File: src/sv/tsf_pkg.sv
`default_nettype none

package tsf_pkg;

  localparam int unsigned CmdWidth    = 3;
  localparam int unsigned PeriodWidth = 16;

  localparam logic [PeriodWidth-1:0] PeriodReset = PeriodWidth'(50);

  localparam logic [CmdWidth-1:0] CMD_OFF         = 3'd0;
  localparam logic [CmdWidth-1:0] CMD_LEFT_ON     = 3'd1;
  localparam logic [CmdWidth-1:0] CMD_RIGHT_ON    = 3'd2;
  localparam logic [CmdWidth-1:0] CMD_BOTH_ON     = 3'd3;
  localparam logic [CmdWidth-1:0] CMD_LEFT_BLINK  = 3'd4;
  localparam logic [CmdWidth-1:0] CMD_RIGHT_BLINK = 3'd5;
  localparam logic [CmdWidth-1:0] CMD_BOTH_BLINK  = 3'd6;

  typedef struct packed {
    logic left;
    logic right;
  } tsf_lamps_t;

endpackage

`default_nettype wire

File: src/sv/tsf_in_stage.sv
`default_nettype none

module tsf_in_stage
  import tsf_pkg::*;
(
  input  logic                clk_i,
  input  logic                rst_ni,
  input  logic                in_valid_i,
  output logic                in_ready_o,
  input  logic [CmdWidth-1:0] signal_command_i,
  input  logic                advance_i,
  output logic                valid_o,
  output logic [CmdWidth-1:0] cmd_o
);

  logic                valid_q;
  logic [CmdWidth-1:0] cmd_q;

  // The register frees up whenever its content moves on in the same cycle.
  assign in_ready_o = !valid_q || advance_i;

  always_ff @(posedge clk_i or negedge rst_ni) begin
    if (!rst_ni) begin
      valid_q <= 1'b0;
    end else if (in_ready_o) begin
      valid_q <= in_valid_i;
    end
  end

  always_ff @(posedge clk_i) begin
    if (in_ready_o && in_valid_i) begin
      cmd_q <= signal_command_i;
    end
  end

  assign valid_o = valid_q;
  assign cmd_o   = cmd_q;

endmodule

`default_nettype wire

File: src/sv/tsf_core.sv
`default_nettype none

module tsf_core
  import tsf_pkg::*;
(
  input  logic                   clk_i,
  input  logic                   rst_ni,
  input  logic                   cfg_we_i,
  input  logic [PeriodWidth-1:0] cfg_data_i,
  input  logic                   fire_i,
  input  logic [CmdWidth-1:0]    cmd_i,
  output tsf_lamps_t             lamps_o
);

  logic [PeriodWidth-1:0] period_q;
  logic [CmdWidth-1:0]    last_cmd_q, last_cmd_d;
  logic [PeriodWidth-1:0] count_q, count_d;
  logic                   left_phase_q, left_phase_d;
  logic                   right_phase_q, right_phase_d;
  logic                   both_phase_q, both_phase_d;
  tsf_lamps_t             level_q, level_d;

  logic [PeriodWidth-1:0] count_eff;
  logic                   apply;

  always_comb begin
    // A new command restarts the period, so it takes effect at once.
    count_eff     = (cmd_i != last_cmd_q) ? '0 : count_q;
    apply         = (count_eff == '0);
    left_phase_d  = left_phase_q;
    right_phase_d = right_phase_q;
    both_phase_d  = both_phase_q;
    level_d       = level_q;
    if (apply) begin
      case (cmd_i)
        CMD_OFF: begin
          level_d.left  = 1'b0;
          level_d.right = 1'b0;
        end
        CMD_LEFT_ON: begin
          level_d.left = 1'b1;
        end
        CMD_RIGHT_ON: begin
          level_d.right = 1'b1;
        end
        CMD_BOTH_ON: begin
          level_d.left  = 1'b1;
          level_d.right = 1'b1;
        end
        CMD_LEFT_BLINK: begin
          left_phase_d = !left_phase_q;
          level_d.left = !left_phase_q;
        end
        CMD_RIGHT_BLINK: begin
          right_phase_d = !right_phase_q;
          level_d.right = !right_phase_q;
        end
        CMD_BOTH_BLINK: begin
          both_phase_d  = !both_phase_q;
          level_d.left  = !both_phase_q;
          level_d.right = !both_phase_q;
        end
        default: begin
        end
      endcase
    end
    // A zero period reloads zero and wraps to all ones here.
    count_d    = (apply ? period_q : count_eff) - PeriodWidth'(1);
    last_cmd_d = cmd_i;
  end

  always_ff @(posedge clk_i or negedge rst_ni) begin
    if (!rst_ni) begin
      period_q      <= PeriodReset;
      last_cmd_q    <= CMD_OFF;
      count_q       <= '0;
      left_phase_q  <= 1'b0;
      right_phase_q <= 1'b0;
      both_phase_q  <= 1'b0;
      level_q       <= '0;
    end else begin
      if (cfg_we_i) begin
        period_q <= cfg_data_i;
      end
      if (fire_i) begin
        last_cmd_q    <= last_cmd_d;
        count_q       <= count_d;
        left_phase_q  <= left_phase_d;
        right_phase_q <= right_phase_d;
        both_phase_q  <= both_phase_d;
        level_q       <= level_d;
      end
    end
  end

  assign lamps_o = level_d;

endmodule

`default_nettype wire

File: src/sv/tsf_out_stage.sv
`default_nettype none

module tsf_out_stage
  import tsf_pkg::*;
(
  input  logic       clk_i,
  input  logic       rst_ni,
  input  logic       valid_i,
  input  tsf_lamps_t lamps_i,
  input  logic       out_ready_i,
  output logic       out_valid_o,
  output logic       advance_o,
  output logic       left_lamp_o,
  output logic       right_lamp_o
);

  logic       valid_q;
  tsf_lamps_t lamps_q;

  assign advance_o = !valid_q || out_ready_i;

  always_ff @(posedge clk_i or negedge rst_ni) begin
    if (!rst_ni) begin
      valid_q <= 1'b0;
    end else if (advance_o) begin
      valid_q <= valid_i;
    end
  end

  always_ff @(posedge clk_i) begin
    if (advance_o && valid_i) begin
      lamps_q <= lamps_i;
    end
  end

  assign out_valid_o  = valid_q;
  assign left_lamp_o  = lamps_q.left;
  assign right_lamp_o = lamps_q.right;

endmodule

`default_nettype wire

File: src/sv/turn_signal_flasher_unit.sv
// Turn-signal flasher. Each transfer on the input channel (in_valid_i /
// in_ready_o, payload signal_command_i) is one control tick carrying the
// current command. Each tick yields exactly one transfer on the output
// channel (out_valid_o / out_ready_i) with the left and right lamp levels
// after that tick. The blink period in ticks is set through the cfg_valid_i /
// cfg_ready_o channel with cfg_data_i; cfg_ready_o is always high, and the
// period should only be changed while no tick is in flight.
// A transferred tick is held in the input register; its result is computed
// combinationally and captured in the output register, from which it is
// taken. Throughput is one tick per clock cycle while the receiver takes
// each result: the per-tick logic is a short single pass between the input
// register and the output register. When the receiver stalls, the output
// register holds its result and the input register can still take one
// more tick; after that in_ready_o drops until the output is taken.
// Reset clears both pipeline valid flags, core lamps and blink phases to off,
// the last command to off, the period counter to zero and the period to 50.
`default_nettype none

module turn_signal_flasher_unit
  import tsf_pkg::*;
(
  input  logic                   clk_i,
  input  logic                   rst_ni,
  input  logic                   in_valid_i,
  output logic                   in_ready_o,
  input  logic [CmdWidth-1:0]    signal_command_i,
  output logic                   out_valid_o,
  input  logic                   out_ready_i,
  output logic                   left_lamp_o,
  output logic                   right_lamp_o,
  input  logic                   cfg_valid_i,
  output logic                   cfg_ready_o,
  input  logic [PeriodWidth-1:0] cfg_data_i
);

  logic                stage_valid;
  logic [CmdWidth-1:0] stage_cmd;
  logic                advance;
  tsf_lamps_t          lamps;

  // The period register takes a write in any cycle.
  assign cfg_ready_o = 1'b1;

  tsf_in_stage u_in_stage (
    .clk_i            (clk_i),
    .rst_ni           (rst_ni),
    .in_valid_i       (in_valid_i),
    .in_ready_o       (in_ready_o),
    .signal_command_i (signal_command_i),
    .advance_i        (advance),
    .valid_o          (stage_valid),
    .cmd_o            (stage_cmd)
  );

  // The tick state advances exactly when the registered tick moves into the
  // output register, which keeps the state in step with delivered results.
  tsf_core u_core (
    .clk_i      (clk_i),
    .rst_ni     (rst_ni),
    .cfg_we_i   (cfg_valid_i && cfg_ready_o),
    .cfg_data_i (cfg_data_i),
    .fire_i     (stage_valid && advance),
    .cmd_i      (stage_cmd),
    .lamps_o    (lamps)
  );

  tsf_out_stage u_out_stage (
    .clk_i        (clk_i),
    .rst_ni       (rst_ni),
    .valid_i      (stage_valid),
    .lamps_i      (lamps),
    .out_ready_i  (out_ready_i),
    .out_valid_o  (out_valid_o),
    .advance_o    (advance),
    .left_lamp_o  (left_lamp_o),
    .right_lamp_o (right_lamp_o)
  );

endmodule

`default_nettype wire

File: config.mk
export PLATFORM = sky130hd
export DESIGN_NAME = turn_signal_flasher_unit
export DESIGN_NICKNAME = d
export VERILOG_FILES = /design/src/sv/tsf_pkg.sv /design/src/sv/tsf_in_stage.sv /design/src/sv/tsf_core.sv /design/src/sv/tsf_out_stage.sv /design/src/sv/turn_signal_flasher_unit.sv
export SDC_FILE = /design/constraint.sdc
export NUM_CORES = 1
export LEC_CHECK = 0
export BUFFER_PORTS_ARGS = -buffer_cell sky130_fd_sc_hd__buf_2
export CORE_AREA = 4 4 86 88
export DETAILED_ROUTE_END_ITERATION = 7
export DIE_AREA = 0 0 90 92
export PLACE_DENSITY = 0.74
export SETUP_SLACK_MARGIN = 0.05
export SLEW_MARGIN = 20
export SYNTH_ARGS = -nofsm -noshare
export SYNTH_HDL_FRONTEND = slang
export SYNTH_SLANG_ARGS = --single-unit
File: constraint.sdc
create_clock -name clk_i -period 9.31 [get_ports clk_i]
set_clock_uncertainty 0.2 [all_clocks]
set_input_delay 0.4655 -clock clk_i [delete_from_list [all_inputs] [get_ports clk_i]]
set_output_delay 0.4655 -clock clk_i [all_outputs]
set_load 0.01 [all_outputs]
# After elaboration in Yosys (flattened, before gate mapping)
# Index checks and enable logic that the tools add are counted.
[totals] regBits=47 latchBits=0 ramBits=0 romBits=0 input_bits=24 out_inout_bits=5 elab_cells=42 n_memories=0
[op_classes] addsub=1 n_mul=0 div_mod_pow=0 order_cmp=0 n_eq_ne=7 shift=0 mux=5 n_bitwise=0 reduce_logical=16
[ops] cell="16-bit two-way mux" n=2
[ops] cell="16-bit zero test" n=1
[ops] cell="16-bit by 1-bit subtractor with 16-bit output, second input constant" n=1
[ops] cell="3-bit equality test, second input constant" n=3
[ops] cell="3-bit AND reduction" n=3
[ops] cell="1-bit case mux with 4 select lines" n=2
[ops] cell="3-bit by 2-bit equality test with 1-bit output, second input constant" n=2
[ops] cell="1-bit zero test" n=5
[ops] cell="2-bit OR reduction" n=2
[ops] cell="3-bit by 1-bit equality test with 1-bit output, second input constant" n=1
[ops] cell="3-bit zero test" n=1
[ops] cell="3-bit != test" n=1
[ops] cell="1-bit logical AND" n=2
[ops] cell="1-bit logical OR" n=2
[ops] cell="2-bit two-way mux" n=1

# Longest topological paths before layout
# Gate-level depths: netlist of run 1.
[depth] ltp_word=5 ltp_mapped=15 depth_no_buf=11

# By module
# A second synthesis of run 1 with hierarchy kept.
[hier_totals] cells_unflattened=286 hier_area_um2=2825.2
[modules_own_cells] module="tsf_core" n_inst=1 cells_per_inst=270 area_per_inst_um2=2549.9 seq_area_each_um2=1004.7
[modules_own_cells] module="tsf_in_stage" n_inst=1 cells_per_inst=7 area_per_inst_um2=143.9 seq_area_each_um2=115.1
[modules_own_cells] module="tsf_out_stage" n_inst=1 cells_per_inst=6 area_per_inst_um2=113.9 seq_area_each_um2=85.1
[modules_own_cells] module="turn_signal_flasher_unit" n_inst=1 cells_per_inst=3 area_per_inst_um2=17.5 seq_area_each_um2=0.0

# Least setup slack after synthesis of run 1
# No wires, ideal clock.
[synth_timing] path_kind="flip-flop to flip-flop" startpoint="reg u_in_stage.cmd_q[2] (netlist: u_in_stage.cmd_o[2])" endpoint="reg u_core.count_q[12]" setup_time_ps=82 t_arrival_ps=3477 required_time_ps=9028 path_slack_ps=5551 path_stages_with_launch=15 n_path_buf=4 period_less_slack_ps=3759 cell_sequence="edfxtp_1 > clkbuf_1 > xor2_1 > nor3_1 > clkbuf_1 > nand2_1 > buf_2 > buf_1 > a22oi_1 > ha_1 > o41ai_1 > a2111oi_4 > o211ai_1 > mux2_2 > o22ai_1"
[synth_between] elab_chain_cells=5
[synth_rtl] item="start, declared" line_no="tsf_in_stage.sv:17" rtl="logic [CmdWidth-1:0] cmd_q;"
[synth_rtl] item="start signal, assigned" line_no="tsf_in_stage.sv:32" rtl="cmd_q <= signal_command_i;"
[synth_rtl] item="3-bit != test *" line_no="tsf_core.sv:28" rtl="count_eff = (cmd_i != last_cmd_q) ? '0 : count_q;"
[synth_rtl] item="16-bit two-way mux *" line_no="tsf_core.sv:28"
[synth_rtl] item="16-bit zero test" line_no="tsf_core.sv:29" rtl="apply = (count_eff == '0);"
[synth_rtl] item="16-bit two-way mux *" line_no="tsf_core.sv:68" rtl="count_d = (apply ? period_q : count_eff) - PeriodWidth'(1);"
[synth_rtl] item="16-bit by 1-bit subtractor with 16-bit output *" line_no="tsf_core.sv:68"
[synth_rtl] item="end signal, assigned" line_no="tsf_core.sv:87" rtl="count_q <= count_d;"
[synth_rtl] item="end, declared" line_no="tsf_core.sv:17" rtl="logic [PeriodWidth-1:0] count_q, count_d;"
# Mark *: on every way between the ends. The rest lies on a longest branch, timed or not.
# A chain may end at the register's enable or synchronous reset.

# Final worst setup path of run 1
# Ends and elaborated chain as after synthesis.

==> summary.txt, run 1 <==
Synth
  – Synth cell types: 62
  – Cell with the most instances after synthesis: dfrtp_1
  – Post-synth top area share: 33.6%
  – Cell area after synthesis: 0.00290 mm^2
  – Synth Warn #: 0
  – Syn Area/Cell: 9.31 um^2
  – #FFs+latches synth: 47
  – Largest cells by area after synthesis: dfrtp_1, mux2_2, edfxtp_1
  – Post-synth EDFFs: 5
  – Post-synth top area cell: dfrtp_1
  – Mapped Cells: 312
  – Async SR Flop Fraction: 89.4%
  – Top_reg_cell synth: dfrtp_1
  – Syn nets: 337
  – Register area share after synthesis: 41.5%
  – Top post-synthesis cells by count: dfrtp_1, nand2_1, o21ai_0

Timing
  – FMAX: 260 MHz
  – Min cycle time layout: 3.84 ns
  – # setup viols final: 0
  – Worst-margin pin slew: 0.949 ns
  – Final Max Tran Viols: 0
  – Endpoints failing hold: 0
  – Setup TNS: 0 ns
  – RSZ-0062 raised after global routing: no
  – Fin crit share: 41.3%
  – Max-slew headroom: 35.9%

Die
  – Chip height: 92 um
  – Io pins: 29
  – Die width: 90 um
  – Starting Density: 43.7%
  – FP Rows: 30
  – Core Box Area: 0.00664 mm^2
  – Die area: 0.00828 mm^2

Placement
  – Placer Congestion: 0.929
  – Input/output buffers: 27
  – DP HPWL: 4650 um

Critical path
  – Largest fanout on the critical path: 23
  – CP required: 9.34 ns
  – Setup CP Type: reg -> reg
  – Critical path startpoint category: flip-flop
  – Critical Path AT: 3.87 ns
  – Endpoint type of the worst setup path: flip-flop

CTS
  – Clock Latency Late Sink: 0.31 ns
  – Worst-path clk slew: 0.09 ns
  – Clock Tree Buf Depth: 2
  – Root Driver: clkbuf_8
  – Cts hold-fix bufs: 0
  – Post-CTS setup buffers: 0
  – CTS tree: done
  – Clock sink count: 47
  – Total CTS buffers: 5
  – H-Tree Depth: 2
  – CTS resizes: 0

GRT
  – Largest net degree at the start of global routing: 43
  – Grt total ovfl: 0
  – First-pass GRT wire length: 11400 um
  – Tot GR Track Use: 16.6%
  – Vias in the first global route: 2495
  – Initial antenna violation count: 0
  – Met2 usage: 27.8%
  – GRT Max-Usage Layer: met2
  – Met1 usage in global routing: 21.5%
  – M3 GR Usage: 2.95%

Routing
  – # DRC: 0
  – Iter 0 DRT Violations: 173
  – Avg Vias per Cell: 6.03
  – DR pass1 iterations: 4
  – Routed via count: 2483
  – Final wirelength: 6570 um
  – Post-DRT Antenna Nets: 0
  – Drt wl/cell: 15.9 um

Finish
  – Layout area overhead: 9.13%
  – Final #Nets: 356
  – Ant diodes: 0
  – Fraction of layout cells with a size suffix above 1: 21.7%
  – Final core occ: 47.7%

Flow run
  – MaxCap Viol Count: 0

Pwr
  – Lkg Pwr: 1.33 nW
  – Pwr dens: 201 mW/mm^2
  – VDD IR max: 88.4 uV

Hold path
  – Hold WC Path Type: in -> async

Status
  – Status: completed
critical path: stages, from the launching register on:
cell and delay [ns]:
edfxtp_1 0.54, xor2_1 0.22, nor3_2 0.20, nand2_1 0.51
a22oi_1 0.41, ha_1 0.28, o41ai_1 0.19, a2111oi_4 0.53
o211ai_1 0.20, mux2_2 0.32, o22ai_1 0.15
through the flow:
step	worst slack, ns	instance area, um^2	power (W)	cells	hold slack, ns
floorplan	5.55	2900	0.000458	312	-0.0301
global placement	5.72	3080	0.000504	404	0.268
detailed placement	5.55	3080	0.000512	404	0.265
CTS	5.53	3170	0.000635	412	0.123
global route	5.16	3170	0.000679	412	0.117
finish	5.47	3170	0.000636	412	0.0937
sequential cells by signal, indices dropped and copies added (netlist names):
name / count
u_core.period_q: 16
u_core.right_phase_q: 1
u_out_stage.left_lamp_o: 1
u_in_stage.cmd_o: 3
u_core.last_cmd_q: 3
u_out_stage.right_lamp_o: 1
u_core.level_q: 2
u_in_stage.valid_o: 1
u_core.both_phase_q: 1
u_out_stage.out_valid_o: 1
u_core.left_phase_q: 1
u_core.count_q: 16
report_power, final:
part | internal (W) | switching, W
clock network | 0.0000526 | 0.0000721
logic | 0.0000834 | 0.000110
registers | 0.000255 | 0.0000622
final timing paths:
kind / from / end / slack (ns) / cells past startpoint
max: u_in_stage.cmd_o[2] / u_core.count_q[12] / 5.47 / 10
min: rst_ni / u_core.level_q[0] / 0.09 / 1
max reg2reg: u_in_stage.cmd_o[2] / u_core.count_q[12] / 5.47 / 10
min reg2reg: u_core.left_phase_q / u_core.left_phase_q / 0.28 / 1
max in group asynchronous: rst_ni / u_core.count_q[10] / 8.24 / 1
min in group clk_i: signal_command_i[0] / u_in_stage.cmd_o[0] / 0.13 / 1
layer usage:
| metal | wire (um) | part of all wire [%] |
|---|---|---|
| met1 | 2880 | 44 |
| met2 | 3260 | 50 |
| met3 | 326 | 5.0 |
| met4 | 100 | 1.5 |
| met5 | 0 | 0 |
cell usage in the layout, fill, tap and decap left out, types with 2 or more instances in the layout:
cell | synthesis | routed
dfrtp_1 | 39 | 39
nand2_1 | 35 | 35
buf_2 | 3 | 27
o21ai_0 | 26 | 26
nor2_1 | 23 | 23
a21oi_1 | 19 | 19
mux2_2 | 15 | 15
inv_1 | 11 | 11
nor3_1 | 11 | 10
mux2i_1 | 9 | 9
xor2_1 | 5 | 5
nor4_1 | 5 | 5
nand2b_1 | 5 | 5
a31oi_1 | 5 | 5
clkbuf_8 | 0 | 5
edfxtp_1 | 5 | 5
nand4_1 | 4 | 4
or2_2 | 4 | 4
o221ai_1 | 4 | 4
a211oi_1 | 4 | 4
o211ai_1 | 4 | 4
o22ai_1 | 4 | 4
nor4_2 | 3 | 3
a22oi_1 | 3 | 3
xnor2_1 | 3 | 3
nand3_1 | 3 | 3
nand3b_1 | 3 | 3
or3_1 | 3 | 3
buf_4 | 1 | 3
dfstp_2 | 3 | 3
and2_1 | 2 | 2
or4_1 | 2 | 2
a41o_1 | 2 | 2
o2bb2ai_1 | 2 | 2
a211o_1 | 2 | 2
o2111ai_1 | 2 | 2
area by class of cell:
| type | instances | area [um^2] |
|---|---|---|
| Fill cell | 635 | 3470 |
| Sequential cell | 47 | 1200 |
| Multi-Input combinational cell | 236 | 1580 |
| Tap cell | 80 | 100 |
| Clock buffer | 6 | 72.6 |
| Clock inverter | 2 | 12.5 |
| Timing Repair Buffer | 30 | 158 |
| Inverter | 11 | 41.3 |
cells by family (layout without fill, tap and decap cells):
kind of cell | Yosys count | in the layout | share of synthesized area (%)
AOI/OAI and AO/OA | 90 | 90 | 21.7
adders and majority gates | 1 | 1 | 0.431
DFF | 47 | 47 | 41.5
xor gates and xnor gates | 9 | 9 | 2.97
muxes | 25 | 25 | 9.44
and+or+nand+nor | 110 | 110 | 19.6
buffers and inverters | 29 | 49 | 4.27
other | 1 | 1 | 0.129
Power figures use the tool's default switching activity.
==> run 2, diff against run 1 <==
- clock period: 9.31 -> 3.8 ns (I/O delays scaled with it)
==> run 2 against run 1 <==
Cell count increased by 6.1%. Maximum frequency is 13% higher. Critical path depth did not move. Clock-buffer cell count is the same. Critical path type unchanged. Worst hold slack gained 0.056 ns. Largest cell class unchanged. Wire length up 7.6%. Global-route usage up 1.4 points.
==> summary.txt, run 2 (synthesis gave the netlist of run 1 again) <==
Timing
  – Worst-margin pin slew: 1.00 ns
  – # setup viols final: 0
  – Setup TNS: 0 ns
  – Fin crit share: 89.3%
  – Final Max Tran Viols: 0
  – FMAX: 295 MHz
  – RSZ-0062 raised after global routing: no
  – Max-slew headroom: 32.4%
  – Min cycle time layout: 3.39 ns
  – Final worst-path setup slack: 0.406 ns
  – Worst Hold Slack: 0.149 ns
  – Endpoints failing hold: 0

CTS
  – Clock Tree Buf Depth: 2
  – Clock sink count: 47
  – Clock Latency Late Sink: 0.30 ns
  – Root Driver: clkbuf_8
  – CTS tree: done
  – Worst-path clk slew: 0.09 ns
  – Total CTS buffers: 5
  – H-Tree Depth: 2

GRT
  – Vias in the first global route: 2661
  – Largest net degree at the start of global routing: 43
  – Grt total ovfl: 0
  – Tot GR Track Use: 18.1%
  – First-pass GRT wire length: 12500 um
  – Initial antenna violation count: 0

Hold path
  – Hold WC Path Type: in -> reg

Die
  – Die area: 0.00828 mm^2
  – Starting Density: 43.7%
  – Chip height: 92 um
  – Io pins: 29
  – FP Rows: 30
  – Die width: 90 um
  – Core Box Area: 0.00664 mm^2

Critical path
  – Largest fanout on the critical path: 11
  – Critical path startpoint category: flip-flop
  – Setup CP Type: reg -> reg
  – Endpoint type of the worst setup path: flip-flop
  – Critical Path AT: 3.41 ns
  – CP required: 3.82 ns

Finish
  – Layout area overhead: 18.7%
  – Regs by FF count: u_core.count_q: 16 flops, u_core.period_q: 16 flops
  – Final #Nets: 381
  – Filler Cell Count: 625
  – Fraction of layout cells with a size suffix above 1: 20.7%
  – Ant diodes: 0
  – Most common cell after layout, fill and taps aside: dfrtp_1
  – Fin area: 0.00345 mm^2
  – Commonest non-fill, non-tap cells in the layout: dfrtp_1, nand2_1, buf_2

Routing
  – Avg Vias per Cell: 5.83
  – # DRC: 0
  – Routed via count: 2546
  – Drt wl/cell: 16.2 um
  – Final wirelength: 7070 um
  – Iter 0 DRT Violations: 129
  – DR pass1 iterations: 4
  – Post-DRT Antenna Nets: 0

Placement
  – Input/output buffers: 27
  – Pre-CTS setup slack: 0.189 ns
  – Placer Congestion: 0.908
  – Placement Cell Area: 0.00310 mm^2
  – DP HPWL: 5010 um

Flow run
  – MaxCap Viol Count: 0

Pwr
  – VDD IR max: 255 uV
  – Power, Total: 0.00165 W
  – Lkg Pwr: 1.45 nW
  – Pwr dens: 480 mW/mm^2

Status
  – Status: completed
run 2: power breakdown:
group / switching (W) / internal, W
clock network: 0.000176 / 0.000197
registers: 0.000152 / 0.000625
logic: 0.000279 / 0.000225
total: 0.000607 / 0.00105
run 2: area by class of cell:
cell class | count | area, um^2 | area share [%]
Multi-Input combinational cell | 236 | 1590 | 46.0
Timing Repair Buffer | 55 | 403 | 11.7
Tap cell | 80 | 100 | 2.90
Sequential cell | 47 | 1200 | 35.0
Inverter | 11 | 41.3 | 1.20
Clock buffer | 6 | 72.6 | 2.11
Clock inverter | 2 | 37.5 | 1.09
run 2: per-layer routing:
| metal | part of all wire, % | GRT usage (%) | vias to the layer above |
|---|---|---|---|
| li1 | - | - | 1241 |
| met1 | 43 | 21.5 | 1254 |
| met2 | 52 | 33.9 | 38 |
| met3 | 3.1 | 2.71 | 13 |
| met4 | 1.4 | 4.59 | 0 |
| met5 | 0 | 0 | - |
run 2: final timing paths:
| check | endpoint | slack, ns | cells after the start | from |
|---|---|---|---|---|
| max in group asynchronous | u_core.count_q[9] | 2.43 | 2 | rst_ni |
| worst max-delay path | u_core.count_q[12] | 0.41 | 10 | u_in_stage.cmd_o[2] |
| worst min register to register | u_core.left_phase_q | 0.27 | 1 | u_core.left_phase_q |
| min in group asynchronous | u_core.level_q[1] | 0.36 | 2 | rst_ni |
| worst max register to register | u_core.count_q[12] | 0.41 | 10 | u_in_stage.cmd_o[2] |
| worst min-delay path | u_core.period_q[12] | 0.15 | 3 | cfg_valid_i |
run 2: repair_timing:
item                                    CTS  global route
gates resized for setup                   0             1
setup buffers                             0             0
endpoints found under the setup margin    0             2
hold endpoints to repair                 60             0
hold buffers                             23             0
run 2: worst max-delay path: stages (launching register included):
cell and delay [ns]:
edfxtp_1 0.55, xor2_1 0.24, nor3_4 0.30, nand2_1 0.22, a22oi_1 0.24, ha_1 0.25
o41ai_1 0.19, a2111oi_4 0.42, o211ai_1 0.21, mux2_2 0.31, o22ai_1 0.16
run 2: metrics by stage:
step	std cells	util (%)
floorplan	312	-
global placement	406	46.6
detailed placement	406	46.6
CTS	437	51.8
global route	437	51.9
finish	437	51.9
==> run 3, diff against run 2 <==
- PLACE_DENSITY: 0.74 -> not set
==> run 3 against run 2 <==
Critical endpoint unchanged. Non-clock buffer count did not move. Worst setup slack improved by 0.015 ns. Wire length fell by 1.2%. Sequential share of layout area rose by 0.27 points.
==> summary.txt, run 3 (synthesis gave the netlist of run 1 again) <==
CTS
  – Post-CTS setup buffers: 0
  – Worst-path clk slew: 0.09 ns
  – Root Driver: clkbuf_8
  – Clock Latency Late Sink: 0.31 ns
  – Total CTS buffers: 5
  – Clock Tree Buf Depth: 2
  – Clock sink count: 47
  – H-Tree Depth: 2
  – CTS tree: done

GRT
  – Vias in the first global route: 2521
  – Tot GR Track Use: 17.6%
  – Initial antenna violation count: 0
  – First-pass GRT wire length: 12000 um
  – Grt total ovfl: 0
  – Largest net degree at the start of global routing: 43

Critical path
  – Critical Path AT: 3.41 ns
  – Critical path startpoint category: flip-flop
  – Worst setup path start: u_in_stage.cmd_o[2]
  – Endpoint type of the worst setup path: flip-flop
  – Reg2reg start: u_in_stage.cmd_o[2]
  – Largest fanout on the critical path: 11
  – Setup CP Type: reg -> reg
  – CP required: 3.83 ns

Routing
  – Post-DRT Antenna Nets: 0
  – Routed via count: 2541
  – Iter 0 DRT Violations: 135
  – Final wirelength: 6980 um
  – Avg Vias per Cell: 5.81
  – # DRC: 0
  – DR pass1 iterations: 4
  – Drt wl/cell: 16.0 um

Timing
  – # setup viols final: 0
  – Final Max Tran Viols: 0
  – FMAX: 296 MHz
  – Fin crit share: 88.9%
  – Min cycle time layout: 3.38 ns
  – Max-slew headroom: 29.6%
  – Worst-margin pin slew: 1.04 ns
  – Worst Hold Slack: 0.123 ns
  – Endpoints failing hold: 0
  – Setup TNS: 0 ns
  – RSZ-0062 raised after global routing: no

Finish
  – Final #Nets: 381
  – Commonest non-fill, non-tap cells in the layout: dfrtp_1, nand2_1, buf_2
  – Regs by FF count: u_core.count_q: 16 flops, u_core.period_q: 16 flops
  – Fraction of layout cells with a size suffix above 1: 20.4%
  – Layout area overhead: 17.8%
  – Ant diodes: 0
  – Most common cell after layout, fill and taps aside: dfrtp_1

Die
  – Core Box Area: 0.00664 mm^2
  – Io pins: 29
  – Die area: 0.00828 mm^2
  – Die width: 90 um
  – Starting Density: 43.7%
  – FP Rows: 30
  – Chip height: 92 um

Hold path
  – Hold WC Path Type: in -> reg
  – HP Start: cfg_valid_i

Pwr
  – Pwr dens: 461 mW/mm^2
  – VDD IR max: 176 uV
  – Lkg Pwr: 1.44 nW

Placement
  – Placer Congestion: 0.824
  – DP HPWL: 4910 um
  – Input/output buffers: 27

Flow run
  – MaxCap Viol Count: 0

Status
  – Status: completed
## run 3: cell count changes in the layout (fill, tap and decap cells not counted), sizes merged
| cell | before | now |
|---|---|---|
| clkinv | 0 | 2 |
| bufinv | 1 | 0 |
| clkbuf | 6 | 5 |
## run 3: worst max-delay path: stages, from the launching register on
cell and delay (ns):
edfxtp_1 0.56, xor2_1 0.24, nor3_4 0.29, nand2_1 0.21, a22oi_1 0.24, ha_1 0.26, o41ai_1 0.20, a2111oi_4 0.42
o211ai_1 0.22, mux2_2 0.32, o22ai_1 0.14
## run 3: path summary, 6_finish.rpt
kind	endpoint	slack [ns]	cells past startpoint
min in group asynchronous	u_core.count_q[12]	0.37	2
hold / removal	u_core.period_q[12]	0.12	3
hold reg to reg	u_core.right_phase_q	0.27	1
setup reg to reg	u_core.count_q[12]	0.42	10
setup / recovery	u_core.count_q[12]	0.42	10
max in group asynchronous	u_core.count_q[0]	2.43	2
## run 3: per-layer routing
| layer | global-route usage (%) | wire length [um] | up-vias |
|---|---|---|---|
| li1 | - | - | 1246 |
| met1 | 22.3 | 3170 | 1241 |
| met2 | 30.0 | 3480 | 46 |
| met3 | 3.28 | 243 | 8 |
| met4 | 6.38 | 85 | 0 |
| met5 | 0 | 0 | - |
## run 3: layout make-up
class | count | area [um^2]
flip-flops and latches | 47 | 1200
clock inverters | 3 | 15.0
repair buffers | 55 | 403
clock buffers | 5 | 68.8
multi-input cells | 236 | 1590
well taps | 80 | 100
inverters | 11 | 41.3
fillers | 613 | 3220
## run 3: power by group
group	internal, W	total [W]	switching, W	leakage, nW
Clock	0.000125	0.000300	0.000175	0.0392
Sequential	0.000625	0.000775	0.000150	0.547
Combinational	0.000225	0.000502	0.000277	0.851
Total	0.000975	0.00158	0.000601	1.44
## run 3: repair_timing
item	CTS	global route
resized for setup	0	1
setup endpoints to repair	0	2
endpoints found under the hold margin	60	0
hold buffers	23	0
## run 3: through the flow
stage          utilization (%)  setup slack (ns)  power [W]  instances  area (um^2)
2_1_floorplan                -             0.138    0.00112        312         2910
3_3_place_gp              46.6             0.411    0.00125        406         3100
3_5_place_dp              46.6             0.228    0.00126        406         3100
4_1_cts                   51.4             0.214    0.00158        437         3410
5_1_grt                   51.5             0.140    0.00169        437         3420
6_report                  51.5             0.421    0.00158        437         3420
